**config.mk**
```make
export PLATFORM = sky130hd
export DESIGN_NAME = triangle_max_path_sum
export DESIGN_NICKNAME = d
export VERILOG_FILES = /design/src/tmps_pkg.sv /design/src/triangle_max_path_sum.sv /design/src/tmps_fifo.sv /design/src/tmps_front.sv /design/src/tmps_back.sv
export SDC_FILE = /design/constraint.sdc
export NUM_CORES = 1
export LEC_CHECK = 0
export BUFFER_PORTS_ARGS = -buffer_cell sky130_fd_sc_hd__buf_2
export CAP_MARGIN = 20
export CORE_ASPECT_RATIO = 1.1
export CORE_MARGIN = 3
export CORE_UTILIZATION = 55
export DETAILED_ROUTE_END_ITERATION = 8
export PLACE_DENSITY = 0.71
export SLEW_MARGIN = 20
export SYNTH_ARGS = -nofsm -noshare
export SYNTH_HDL_FRONTEND = slang
export SYNTH_SLANG_ARGS = --single-unit
```
**constraint.sdc**
```tcl
create_clock -name clock -period 19.7 [get_ports clock]
set_input_delay 2.955 -clock clock [delete_from_list [all_inputs] [get_ports clock]]
set_output_delay 2.955 -clock clock [all_outputs]
set_load 0.02 [all_outputs]
```
**src/tmps_pkg.sv**
```systemverilog
// Shared constants and types for the triangle maximum path sum block.
`timescale 1ns / 1ps
package tmps_pkg;

   localparam int TMPS_ROWS_MAX    = 32;
   localparam int TMPS_QUEUE_DEPTH = 4;
   localparam int TMPS_RES_DEPTH   = 2;

   localparam int VALUE_W = 16;
   localparam int SUM_W   = 21;
   localparam int ROWS_W  = 6;

   localparam logic [SUM_W-1:0]  SUM_MAX    = {SUM_W{1'b1}};
   localparam logic [ROWS_W-1:0] ROWS_RESET = 6'd15;

   // Position class of one entry, decided when it is accepted.
   typedef struct packed {
      logic first_row;
      logic first_col;
      logic row_end;
      logic final_row;
   } tmps_flags_type;

   localparam int FLAGS_W = $bits(tmps_flags_type);

endpackage

```
**src/triangle_max_path_sum.sv**
```systemverilog
// Top level of the triangle maximum path sum block.
// Entries of a number triangle enter on the req_ queue port, row by row from
// the apex, left to right: an entry is taken at a clock edge with req_push high
// and req_full low. After the last entry of the final row the block offers one
// item on the rsp_ port, the largest apex-to-base path sum; it stays there
// while rsp_empty is low and leaves at an edge with rsp_pop high.
// csr_num_rows sets the row count (0 counts as 1, values above ROWS_MAX count
// as ROWS_MAX); csr_ready is always high. Write it between triangles only.
// Throughput: one entry per clock while the result queue has room, limited
// by the single read and single write of the row memory per entry. A result
// passes the entry queue, the back-end stage and the result queue to rsp_.
// A four-entry queue separates the classifying front end from the memory back
// end; a two-entry result queue sits at the output.
// Reset clears the row and column counters, the running maximum and both
// queues, and sets the row count to 15. No memory clearing pass is needed.
// While the receiver stalls with a full result queue the back end holds, the
// entry queue fills and req_full rises.
`timescale 1ns / 1ps
module triangle_max_path_sum
   import tmps_pkg::*;
#(
   parameter int ROWS_MAX = TMPS_ROWS_MAX
) (
   input  logic               clock,
   input  logic               reset,
   input  logic               csr_valid,
   output logic               csr_ready,
   input  logic [ROWS_W-1:0]  csr_num_rows,
   input  logic               req_push,
   output logic               req_full,
   input  logic [VALUE_W-1:0] req_value,
   output logic               rsp_empty,
   input  logic               rsp_pop,
   output logic [SUM_W-1:0]   rsp_max_sum
);

   localparam int COL_W = $clog2(ROWS_MAX);
   localparam int Q_W   = VALUE_W + COL_W + FLAGS_W;

   logic               f_push, q_full, q_empty, q_pop;
   logic [VALUE_W-1:0] f_value, b_value;
   logic [COL_W-1:0]   f_col, b_col;
   tmps_flags_type     f_flags, b_flags;
   logic [Q_W-1:0]     q_wr_data, q_rd_data;
   logic               res_push, res_full;
   logic [SUM_W-1:0]   res_max_sum;

   tmps_front #(
      .ROWS_MAX (ROWS_MAX)
   ) u_front (
      .clock        (clock),
      .reset        (reset),
      .csr_valid    (csr_valid),
      .csr_ready    (csr_ready),
      .csr_num_rows (csr_num_rows),
      .req_push     (req_push),
      .req_full     (req_full),
      .req_value    (req_value),
      .q_push       (f_push),
      .q_full       (q_full),
      .q_value      (f_value),
      .q_col        (f_col),
      .q_flags      (f_flags)
   );

   assign q_wr_data = {f_value, f_col, f_flags};

   tmps_fifo #(
      .WIDTH (Q_W),
      .DEPTH (TMPS_QUEUE_DEPTH)
   ) u_entry_q (
      .clock     (clock),
      .reset     (reset),
      .push      (f_push),
      .push_data (q_wr_data),
      .full      (q_full),
      .pop       (q_pop),
      .pop_data  (q_rd_data),
      .empty     (q_empty)
   );

   assign b_value = q_rd_data[Q_W-1 -: VALUE_W];
   assign b_col   = q_rd_data[FLAGS_W +: COL_W];
   assign b_flags = tmps_flags_type'(q_rd_data[FLAGS_W-1:0]);

   tmps_back #(
      .ROWS_MAX (ROWS_MAX)
   ) u_back (
      .clock       (clock),
      .reset       (reset),
      .q_empty     (q_empty),
      .q_pop       (q_pop),
      .q_value     (b_value),
      .q_col       (b_col),
      .q_flags     (b_flags),
      .res_push    (res_push),
      .res_full    (res_full),
      .res_max_sum (res_max_sum)
   );

   tmps_fifo #(
      .WIDTH (SUM_W),
      .DEPTH (TMPS_RES_DEPTH)
   ) u_result_q (
      .clock     (clock),
      .reset     (reset),
      .push      (res_push),
      .push_data (res_max_sum),
      .full      (res_full),
      .pop       (rsp_pop),
      .pop_data  (rsp_max_sum),
      .empty     (rsp_empty)
   );

endmodule

```
**src/tmps_fifo.sv**
```systemverilog
// Small register-based first-in first-out queue.
`timescale 1ns / 1ps
module tmps_fifo #(
   parameter int WIDTH = 8,
   parameter int DEPTH = 4
) (
   input  logic             clock,
   input  logic             reset,
   input  logic             push,
   input  logic [WIDTH-1:0] push_data,
   output logic             full,
   input  logic             pop,
   output logic [WIDTH-1:0] pop_data,
   output logic             empty
);

   localparam int PW = (DEPTH > 1) ? $clog2(DEPTH) : 1;
   localparam int CW = $clog2(DEPTH + 1);

   logic [WIDTH-1:0] slot_ff [DEPTH];
   logic [PW-1:0]    wr_ptr_ff, wr_ptr_in;
   logic [PW-1:0]    rd_ptr_ff, rd_ptr_in;
   logic [CW-1:0]    count_ff, count_in;
   logic             do_push, do_pop;

   assign full     = (count_ff == CW'(DEPTH));
   assign empty    = (count_ff == '0);
   assign do_push  = push && !full;
   assign do_pop   = pop && !empty;
   assign pop_data = slot_ff[rd_ptr_ff];

   always_comb begin
      wr_ptr_in = wr_ptr_ff;
      rd_ptr_in = rd_ptr_ff;
      count_in  = count_ff;
      if (do_push) begin
         wr_ptr_in = (wr_ptr_ff == PW'(DEPTH - 1)) ? '0 : wr_ptr_ff + PW'(1);
      end
      if (do_pop) begin
         rd_ptr_in = (rd_ptr_ff == PW'(DEPTH - 1)) ? '0 : rd_ptr_ff + PW'(1);
      end
      if (do_push && !do_pop) begin
         count_in = count_ff + CW'(1);
      end else if (do_pop && !do_push) begin
         count_in = count_ff - CW'(1);
      end
   end

   always_ff @(posedge clock) begin
      if (reset) begin
         wr_ptr_ff <= '0;
         rd_ptr_ff <= '0;
         count_ff  <= '0;
      end else begin
         wr_ptr_ff <= wr_ptr_in;
         rd_ptr_ff <= rd_ptr_in;
         count_ff  <= count_in;
      end
   end

   always_ff @(posedge clock) begin
      if (do_push) begin
         slot_ff[wr_ptr_ff] <= push_data;
      end
   end

endmodule

```
**src/tmps_front.sv**
```systemverilog
// Front end: row count register, entry acceptance and position classification.
`timescale 1ns / 1ps
module tmps_front
   import tmps_pkg::*;
#(
   parameter int ROWS_MAX = TMPS_ROWS_MAX
) (
   input  logic                        clock,
   input  logic                        reset,
   input  logic                        csr_valid,
   output logic                        csr_ready,
   input  logic [ROWS_W-1:0]           csr_num_rows,
   input  logic                        req_push,
   output logic                        req_full,
   input  logic [VALUE_W-1:0]          req_value,
   output logic                        q_push,
   input  logic                        q_full,
   output logic [VALUE_W-1:0]          q_value,
   output logic [$clog2(ROWS_MAX)-1:0] q_col,
   output tmps_flags_type              q_flags
);

   localparam int COL_W = $clog2(ROWS_MAX);
   localparam int CMP_W = (ROWS_W > COL_W + 1) ? ROWS_W : COL_W + 1;

   logic [ROWS_W-1:0] num_rows_ff;
   logic [COL_W-1:0]  row_ff, row_in;
   logic [COL_W-1:0]  col_ff, col_in;
   logic [CMP_W-1:0]  rows_wide, last_wide;
   logic [COL_W-1:0]  last_row;
   logic              accept;
   tmps_flags_type    flags;

   assign csr_ready = 1'b1;
   assign req_full  = q_full;
   assign accept    = req_push && !q_full;

   // Clamp the row count to 1..ROWS_MAX and take the index of the last row.
   always_comb begin
      rows_wide = CMP_W'(num_rows_ff);
      last_wide = rows_wide - CMP_W'(1);
      if (num_rows_ff == '0) begin
         last_row = '0;
      end else if (rows_wide > CMP_W'(ROWS_MAX)) begin
         last_row = COL_W'(ROWS_MAX - 1);
      end else begin
         last_row = last_wide[COL_W-1:0];
      end
   end

   always_comb begin
      flags.first_row = (row_ff == '0);
      flags.first_col = (col_ff == '0);
      flags.row_end   = (col_ff >= row_ff);
      flags.final_row = (row_ff >= last_row);
   end

   always_comb begin
      row_in = row_ff;
      col_in = col_ff;
      if (accept) begin
         if (flags.row_end) begin
            col_in = '0;
            row_in = flags.final_row ? '0 : row_ff + COL_W'(1);
         end else begin
            col_in = col_ff + COL_W'(1);
         end
      end
   end

   always_ff @(posedge clock) begin
      if (reset) begin
         num_rows_ff <= ROWS_RESET;
         row_ff      <= '0;
         col_ff      <= '0;
      end else begin
         if (csr_valid) begin
            num_rows_ff <= csr_num_rows;
         end
         row_ff <= row_in;
         col_ff <= col_in;
      end
   end

   assign q_push  = accept;
   assign q_value = req_value;
   assign q_col   = col_ff;
   assign q_flags = flags;

endmodule

```
**src/tmps_back.sv**
```systemverilog
// Back end: row memory, best-sum update, running maximum and result push.
`timescale 1ns / 1ps
module tmps_back
   import tmps_pkg::*;
#(
   parameter int ROWS_MAX = TMPS_ROWS_MAX
) (
   input  logic                        clock,
   input  logic                        reset,
   input  logic                        q_empty,
   output logic                        q_pop,
   input  logic [VALUE_W-1:0]          q_value,
   input  logic [$clog2(ROWS_MAX)-1:0] q_col,
   input  tmps_flags_type              q_flags,
   output logic                        res_push,
   input  logic                        res_full,
   output logic [SUM_W-1:0]            res_max_sum
);

   localparam int COL_W = $clog2(ROWS_MAX);

   logic [SUM_W-1:0]   row_best [ROWS_MAX];
   logic [SUM_W-1:0]   rd_ff;
   logic               byp_ff;
   logic [SUM_W-1:0]   last_best_ff;
   logic               b_valid_ff;
   logic [VALUE_W-1:0] b_value_ff;
   logic [COL_W-1:0]   b_col_ff;
   tmps_flags_type     b_flags_ff;
   logic [SUM_W-1:0]   left_prev_ff;
   logic [SUM_W-1:0]   run_max_ff;

   logic               go, fire;
   logic [SUM_W-1:0]   mem_word, above, addend, best, run_max_in;
   logic [SUM_W:0]     sum;
   logic               emit;

   // Hold the whole back end while the result queue is full.
   assign go    = !res_full;
   assign q_pop = go && !q_empty;
   assign fire  = go && b_valid_ff;

   always_comb begin
      mem_word = byp_ff ? last_best_ff : rd_ff;
      above    = (!b_flags_ff.first_row && !b_flags_ff.row_end) ? mem_word : '0;
      if (b_flags_ff.first_row) begin
         addend = '0;
      end else if (b_flags_ff.first_col) begin
         addend = above;
      end else if (b_flags_ff.row_end) begin
         addend = left_prev_ff;
      end else begin
         addend = (left_prev_ff > above) ? left_prev_ff : above;
      end
      sum  = {1'b0, addend} + (SUM_W + 1)'(b_value_ff);
      best = (sum > (SUM_W + 1)'(SUM_MAX)) ? SUM_MAX : sum[SUM_W-1:0];

      run_max_in = run_max_ff;
      if (b_flags_ff.final_row && (b_flags_ff.first_col || best > run_max_ff)) begin
         run_max_in = best;
      end
      emit = b_flags_ff.final_row && b_flags_ff.row_end;
   end

   assign res_push    = fire && emit;
   assign res_max_sum = run_max_in;

   // Row memory: one write of the finishing item, one registered read of the next.
   always_ff @(posedge clock) begin
      if (fire) begin
         row_best[b_col_ff] <= best;
      end
      if (q_pop) begin
         rd_ff <= row_best[q_col];
      end
   end

   // Forward the sum written in the same cycle as the read of that address.
   always_ff @(posedge clock) begin
      if (q_pop) begin
         byp_ff     <= b_valid_ff && (b_col_ff == q_col);
         b_value_ff <= q_value;
         b_col_ff   <= q_col;
         b_flags_ff <= q_flags;
      end
      if (fire) begin
         last_best_ff <= best;
      end
   end

   always_ff @(posedge clock) begin
      if (reset) begin
         b_valid_ff   <= 1'b0;
         left_prev_ff <= '0;
         run_max_ff   <= '0;
      end else begin
         if (go) begin
            b_valid_ff <= !q_empty;
         end
         if (fire) begin
            left_prev_ff <= b_flags_ff.row_end ? '0 : above;
            run_max_ff   <= emit ? '0 : run_max_in;
         end
      end
   end

endmodule

```
---- After elaboration in Yosys (flattened, before gate mapping) ----
Memories as Yosys holds them, arrays and structs flattened. A register that Yosys moved wholly into a read port is not among the register bits.
Index checks and enable logic that the tools add are counted.
storage, ports and cells
  flip-flop bits (word level) ............. 117
  bits in writable memories ............... 814
  logic and storage cells ................. 113
  memories ................................ 3
memory list
  name                words  width  read ports  clocked after memory_dff  wr ports  RTL line         text
  u_back.row_best     32     21     1           1                         1         tmps_back.sv:22  logic [SUM_W-1:0] row_best [ROWS_MAX];
  u_entry_q.slot_ff   4      25     1           1                         1         tmps_fifo.sv:20  logic [WIDTH-1:0] slot_ff [DEPTH];
  u_result_q.slot_ff  2      21     1           1                         1         tmps_fifo.sv:20
cells by class
  add/sub/neg operators ................... 12
  $lt $le $gt $ge ......................... 6
  equal/unequal tests ..................... 5
  muxes and demuxes ....................... 32
  reductions and logical operators ........ 35
operators by type and width
  kind                                                                               number
  21-bit two-way mux                                                                 10
  21-bit greater-than comparator                                                     2
  21-bit by 16-bit adder with 22-bit output                                          1
  22-bit by 21-bit greater-than comparator with 1-bit output, second input constant  1
  5-bit two-way mux                                                                  4
  1-bit logical AND                                                                  16
  2-bit two-way mux                                                                  6
  5-bit by 1-bit adder with 5-bit output, second input constant                      2
  5-bit >= comparator                                                                2
  1-bit zero test                                                                    10
  5-bit zero test                                                                    2
  1-bit two-way mux                                                                  10
  2-bit by 1-bit adder with 2-bit output, second input constant                      3
  2-bit equality test, second input constant                                         3
  6-bit greater-than comparator, second input constant                               1
  6-bit zero test                                                                    1
  3-bit two-way mux                                                                  2
  5-bit equality test                                                                1
  5-bit by 1-bit subtractor with 5-bit output, second input constant                 1
  2-bit nonzero test                                                                 2
  3-bit by 1-bit adder with 3-bit output, second input constant                      1
  3-bit equality test, second input constant                                         1
  3-bit zero test                                                                    1
  3-bit by 1-bit subtractor with 3-bit output, second input constant                 1
  other kinds (5)                                                                    6

---- Longest topological paths before layout ----
  depth in word-level cells ............... 16
  mapped depth ............................ 38
  depth with buffers taken out ............ 29

---- Hierarchy ----
From an unflattened synthesis, not the netlist that was laid out.
unflattened totals
  cells, all modules ...................... 2120
  area total of the unflattened synthesis .. 39186.3 um^2
modules (own cells, without submodules)
  module                  times used  cells each  area each (um^2)
  tmps_back               1           1700        32132.1
  tmps_fifo (u_entry_q)   1           181         4097.7
  tmps_fifo (u_result_q)  1           90          1725.4
  tmps_front              1           149         1231.2

---- Worst setup path after synthesis ----
Ideal clock, no wire load.
  path type ............................... reg-to-reg
  start point ............................. reg u_back.byp_ff
  end point ............................... reg u_back.run_max_ff[17]
  arrival time ............................ 8.427 ns
  setup slack ............................. 11.208 ns
  cell stages (with the launch flop) ...... 35
  path buffers ............................ 6
  clock period less this slack ............ 8.492 ns
  path through ............................ edfxtp_1 buf_1 buf_1 mux2i_1 nor2_1 inv_1 ha_1 nand4_1 a311oi_1 o31ai_1 a31oi_4 buf_6 clkbuf_1 mux2i_1 nor2_1 ha_1 fa_1 a211oi_1 o211ai_1 a31oi_1 a31oi_1 a221o_1 and4_1 or3_1 ha_1 nand4_1 nor3_1 a21boi_0 nor2b_1 o31ai_1 and2_1 clkbuf_1 nor3_1 clkbuf_1 a22o_1
between the ends
  word-level cells in the longest chain between the ends .. 15
ends and longest elaborated chain
  item                                                        RTL line          text
  start, declared                                             tmps_back.sv:24   logic byp_ff;
  start signal, assigned                                      tmps_back.sv:81   byp_ff <= b_valid_ff && (b_col_ff == q_col);
  21-bit two-way mux *                                        tmps_back.sv:44   mem_word = byp_ff ? last_best_ff : rd_ff;
  21-bit two-way mux *                                        tmps_back.sv:45   above = (!b_flags_ff.first_row && !b_flags_ff.row_end) ? mem_word : '0;
  21-bit greater-than comparator                              tmps_back.sv:53   addend = (left_prev_ff > above) ? left_prev_ff : above;
  21-bit two-way mux                                          tmps_back.sv:53
  21-bit two-way mux                                          tmps_back.sv:50   end else if (b_flags_ff.row_end) begin
  21-bit two-way mux *                                        tmps_back.sv:48   end else if (b_flags_ff.first_col) begin
  21-bit two-way mux *                                        tmps_back.sv:46   if (b_flags_ff.first_row) begin
  21-bit by 16-bit adder with 22-bit output *                 tmps_back.sv:55   sum = {1'b0, addend} + (SUM_W + 1)'(b_value_ff);
  22-bit by 21-bit greater-than comparator with 1-bit output  tmps_back.sv:56   best = (sum > (SUM_W + 1)'(SUM_MAX)) ? SUM_MAX : sum[SUM_W-1:0];
  21-bit two-way mux *                                        tmps_back.sv:56
  via u_back.best[20]                                         tmps_back.sv:34   logic [SUM_W-1:0] mem_word, above, addend, best, run_max_in;
  21-bit greater-than comparator *                            tmps_back.sv:59   if (b_flags_ff.final_row && (b_flags_ff.first_col || best > run_max_ff)) begin
  1-bit logical OR *                                          tmps_back.sv:59
  1-bit logical AND *                                         tmps_back.sv:59
  21-bit two-way mux *                                        tmps_back.sv:59
  21-bit two-way mux *                                        tmps_back.sv:102  run_max_ff <= emit ? '0 : run_max_in;
  end signal, assigned                                        tmps_back.sv:102
  end, declared                                               tmps_back.sv:31   logic [SUM_W-1:0] run_max_ff;
The timed path passes the listed nets; every way through them passes the cells marked *.
A chain may end at the register's enable or synchronous reset.

---- Worst setup path in the final report ----
  start point ............................. reg u_back.b_flags_ff[3] (netlist name)
  end point ............................... reg u_back.run_max_ff[17]
between the ends
  word-level cells in the longest chain between the ends .. 16
ends and longest elaborated chain
  item                                                        RTL line          text
  start, declared                                             tmps_back.sv:29   tmps_flags_type b_flags_ff;
  start signal, assigned                                      tmps_back.sv:84   b_flags_ff <= q_flags;
  1-bit zero test                                             tmps_back.sv:45
  1-bit logical AND                                           tmps_back.sv:45
  21-bit two-way mux                                          tmps_back.sv:45
  21-bit greater-than comparator                              tmps_back.sv:53
  21-bit two-way mux                                          tmps_back.sv:53
  21-bit two-way mux                                          tmps_back.sv:50
  21-bit two-way mux                                          tmps_back.sv:48
  21-bit two-way mux *                                        tmps_back.sv:46
  21-bit by 16-bit adder with 22-bit output *                 tmps_back.sv:55
  22-bit by 21-bit greater-than comparator with 1-bit output  tmps_back.sv:56
  21-bit two-way mux *                                        tmps_back.sv:56
  via u_back.best[16]                                         tmps_back.sv:34
  21-bit greater-than comparator *                            tmps_back.sv:59
  1-bit logical OR *                                          tmps_back.sv:59
  1-bit logical AND *                                         tmps_back.sv:59
  21-bit two-way mux *                                        tmps_back.sv:59
  21-bit two-way mux *                                        tmps_back.sv:102
Marked as above.

==> results by group <==
Logic synthesis
  – Leading area contributor after synthesis: edfxtp_1
  – Mapped Area: 39000 um^2
  – Register bit total from synthesis: 955
  – Synth cell types: around 70
  – Seq/Total Area, Yosys: 71.6%
  – Mapped Nets: 2190
  – Synth top area share: slightly below 70%
  – Syn. warnings: 0
  – EDFF count, synth: 882
  – Main synth FF type: edfxtp_1
  – Ys async rst share: 0%
  – Synth Instances: 2080
  – Syn avg cell area: roughly 19 um^2
  – Synth area leaders: edfxtp_1 (68%), mux4_2 (14%), dfxtp_1 (3.7%)

Critical path
  – Crit-path max FO: 38
  – CP Launch Type: register
  – Critical Path AT: 10.27 ns
  – CP max stage delay: 0.89 ns
  – RR Endpoint: u_back.run_max_ff[17]$_SDFFE_PP0P_
  – Critical Path Sink Type: register
  – Flop2flop setup slack: about 10 ns
  – WP data required: 20.26 ns
  – R2R cell count: 30
  – Slowest cell on crit path: a31oi_4
  – Worst r2r src: u_back.b_flags_ff[3]$_DFFE_PP_
  – Crit Path Class: register to register

STA
  – Final Max Slew Viols: 0
  – Slew margin rel.: between 20% and 30%
  – Setup total negative slack: 0 ns
  – Achievable frequency: 0.103 GHz
  – WHS: 0.476 ns
  – Clock Skews: 0.0279 ns
  – Number of hold violations in the final report: 0
  – Final setup viols: 0
  – RSZ-0062 raised after global routing: false
  – Min Clock Period, post-route: 9.71 ns
  – Worst slew pin tran: 1.08 ns
  – Final Cycle Share: 49.3%

Drt
  – DRT Pass-1 Iters: 8
  – Vias/cell: 6.18
  – Post-route ant nets: 0
  – Post-Route WL: around 86000 um
  – DRC: 0
  – DR vias: about 20000
  – Routed len/inst: 26.8 um
  – Drt first-iter violations: 2243

Job
  – MaxCap Viol Count: 0

Floorplan
  – Die Span Y: 285 um
  – I/O pin count: 51
  – Initial core utilization: 56.1%
  – Core footprint: 69600 um^2
  – Horiz. Die Dim: roughly 260 um
  – Die area: 74200 um^2
  – # rows: roughly 100

CTS
  – Num CTS Buffers: 93
  – Post-CTS setup buffers: 0
  – Max clock buf depth: 3
  – Clk sinks: 955
  – Root buffer cell: clkbuf_16
  – Hold_buf cts: 0
  – H-tree levels: 3
  – Worst-path clk slew: 0.06 ns
  – CTS tree: yes
  – PostCTS Resize Cnt: 0
  – Clock Latency Late Sink: 0.64 ns

Cells and area
  – Multi-input logic area: 10500 um^2
  – P&R area growth vs syn: 11.7%
  – Most common cell after layout, fill and taps aside: edfxtp_1
  – Most frequent cells in the layout: edfxtp_1 (882), mux4_2 (232), nor2_1 (97)
  – Ant diodes: 0
  – Filler Cell Count: 4699
  – Layout cell share with drive strength beyond 1: 26.0%
  – Final nets: 2302
  – Reg area: 27900 um^2

Hold path
  – Hold path startpoint: u_back.left_prev_ff[12]$_SDFFE_PP0P_
  – Hold endpoint: u_back.left_prev_ff[12]$_SDFFE_PP0P_
  – Hold depth: 2
  – Hold crit path type: register to register

GRT
  – First-pass GRT wire length: approximately 130000 um
  – Met2 Resource Use GR: 38.3%
  – Vias in the first global route: ~20000
  – Initial antenna violation count: 2
  – Global route overflow: 0
  – GR Layer Usage met3: under 10%
  – Grt peak-use layer: met2
  – Tot GR Track Use: 23.5%
  – Met1 Resource Use GR: 32.8%
  – Pin count of the biggest net entering global routing: 113

Place
  – GPL Wtd Cong: 0.855
  – Port bufs: 49
  – DP Wirelength: 50500 um

Pwr
  – VDD IR max: 151 uV
  – Pwr Density: 166 nW/um^2
  – Static Leak: 14.3 nW

Status
  – Outcome: completed
## critical path: cells and delay by family (launching register included)
| kind | cells | cell delay (ns) |
|---|---|---|
| compound gates | 11 | 3.44 |
| simple gates | 10 | 3.36 |
| fa+ha+maj | 4 | 1.41 |
| buf+inv | 3 | 0.58 |
| flops | 1 | 0.36 |
| mux | 1 | 0.27 |
| xor+xnor | 1 | 0.18 |
## power breakdown
part	total [mW]	internal [mW]	leakage [nW]	switching, mW
logic	2.55	0.959	4.21	1.59
registers	2.98	2.88	8.62	0.103
clock network	1.72	0.984	1.45	0.738
total	7.25	4.82	14.3	2.43
## flip-flops by register name, indices dropped and copies added, names as in the netlist, named ones only
name / cells
u_front.num_rows_ff: 6
u_entry_q.wr_ptr_ff: 2
u_back.b_value_ff: 16
u_front.q_col: 5
u_back.row_best: 672
u_back.rd_ff: 21
u_back.byp_ff: 1
u_back.left_prev_ff: 21
u_back.last_best_ff: 21
u_result_q.wr_ptr_ff: 1
u_result_q.slot_ff: 42
u_result_q.count_ff: 2
u_back.b_col_ff: 5
u_result_q.rd_ptr_ff: 1
u_entry_q.slot_ff: 100
u_back.b_valid_ff: 1
u_entry_q.rd_ptr_ff: 2
u_back.b_flags_ff: 4
u_front.row_ff: 5
u_back.run_max_ff: 21
u_entry_q.count_ff: 3
## layout make-up
| class | instances | area share, % |
|---|---|---|
| flip-flops and latches | 955 | 64.1 |
| inverters | 65 | 0.560 |
| clock buffers | 117 | 5.76 |
| well taps | 927 | 2.66 |
| multi-input cells | 962 | 24.0 |
| clock inverters | 54 | 1.07 |
| repair buffers | 115 | 1.80 |
## cells by family after synthesis
logic type | after synthesis | share of synthesized area, %
flip-flops | 955 | 71.6
AND/OR/NAND/NOR | 333 | 4.01
multiplexers | 322 | 16.0
AO/OA/AOI/OAI | 190 | 3.13
buffers and inverters | 163 | 1.85
adder cells (fa/ha/maj) | 86 | 2.78
XOR/XNOR | 30 | 0.673
other | 1 | 0.00961
## worst max path at each step
stage                                               from                                  to  slack, ns  cells past startpoint
after floorplan                  u_back.byp_ff$_DFFE_PP_  u_back.run_max_ff[17]$_SDFFE_PP0P_      11.21                     34
after global placement           u_back.byp_ff$_DFFE_PP_   u_back.run_max_ff[5]$_SDFFE_PP0P_       9.98                     29
after detailed placement         u_back.byp_ff$_DFFE_PP_  u_back.run_max_ff[12]$_SDFFE_PP0P_       9.63                     29
after CTS                        u_back.byp_ff$_DFFE_PP_  u_back.run_max_ff[17]$_SDFFE_PP0P_       9.59                     29
after global routing      u_back.b_flags_ff[3]$_DFFE_PP_  u_back.run_max_ff[17]$_SDFFE_PP0P_       9.29                     30
final                     u_back.b_flags_ff[3]$_DFFE_PP_  u_back.run_max_ff[17]$_SDFFE_PP0P_       9.99                     30
## synthesized netlist by cell type (15+ instances only)
library cell  count
mux2_2           49
mux4_2          235
ha_1             81
edfxtp_1        882
a21oi_1          85
clkbuf_1         57
a21o_1           19
nor3_1           27
a22o_1           16
inv_1            64
o21ai_0          21
nand2_1          81
xnor2_1          17
dfxtp_1          73
mux2i_1          37
nor2_1          129
buf_1            15
## through the flow
stage               cells  worst slack (ns)  utilization (%)  power, mW  instance area [um^2]
finish               3195              9.99             62.6       7.25                 43600
global route         3195              9.29             62.6       7.59                 43600
CTS                  3193              9.59             62.5       7.29                 43500
detailed placement   3022              9.63             58.2       5.57                 40600
global placement     3022              9.98             58.2       5.49                 40600
floorplan            2080             11.21                -       4.71                 39000
## routing by layer
metal	up-vias	share of wire [%]
li1	8558	-
met4	2	2.7
met2	788	50
met1	10200	40
met3	147	7.8
met5	-	0.021
Power figures use the tool's default switching activity.
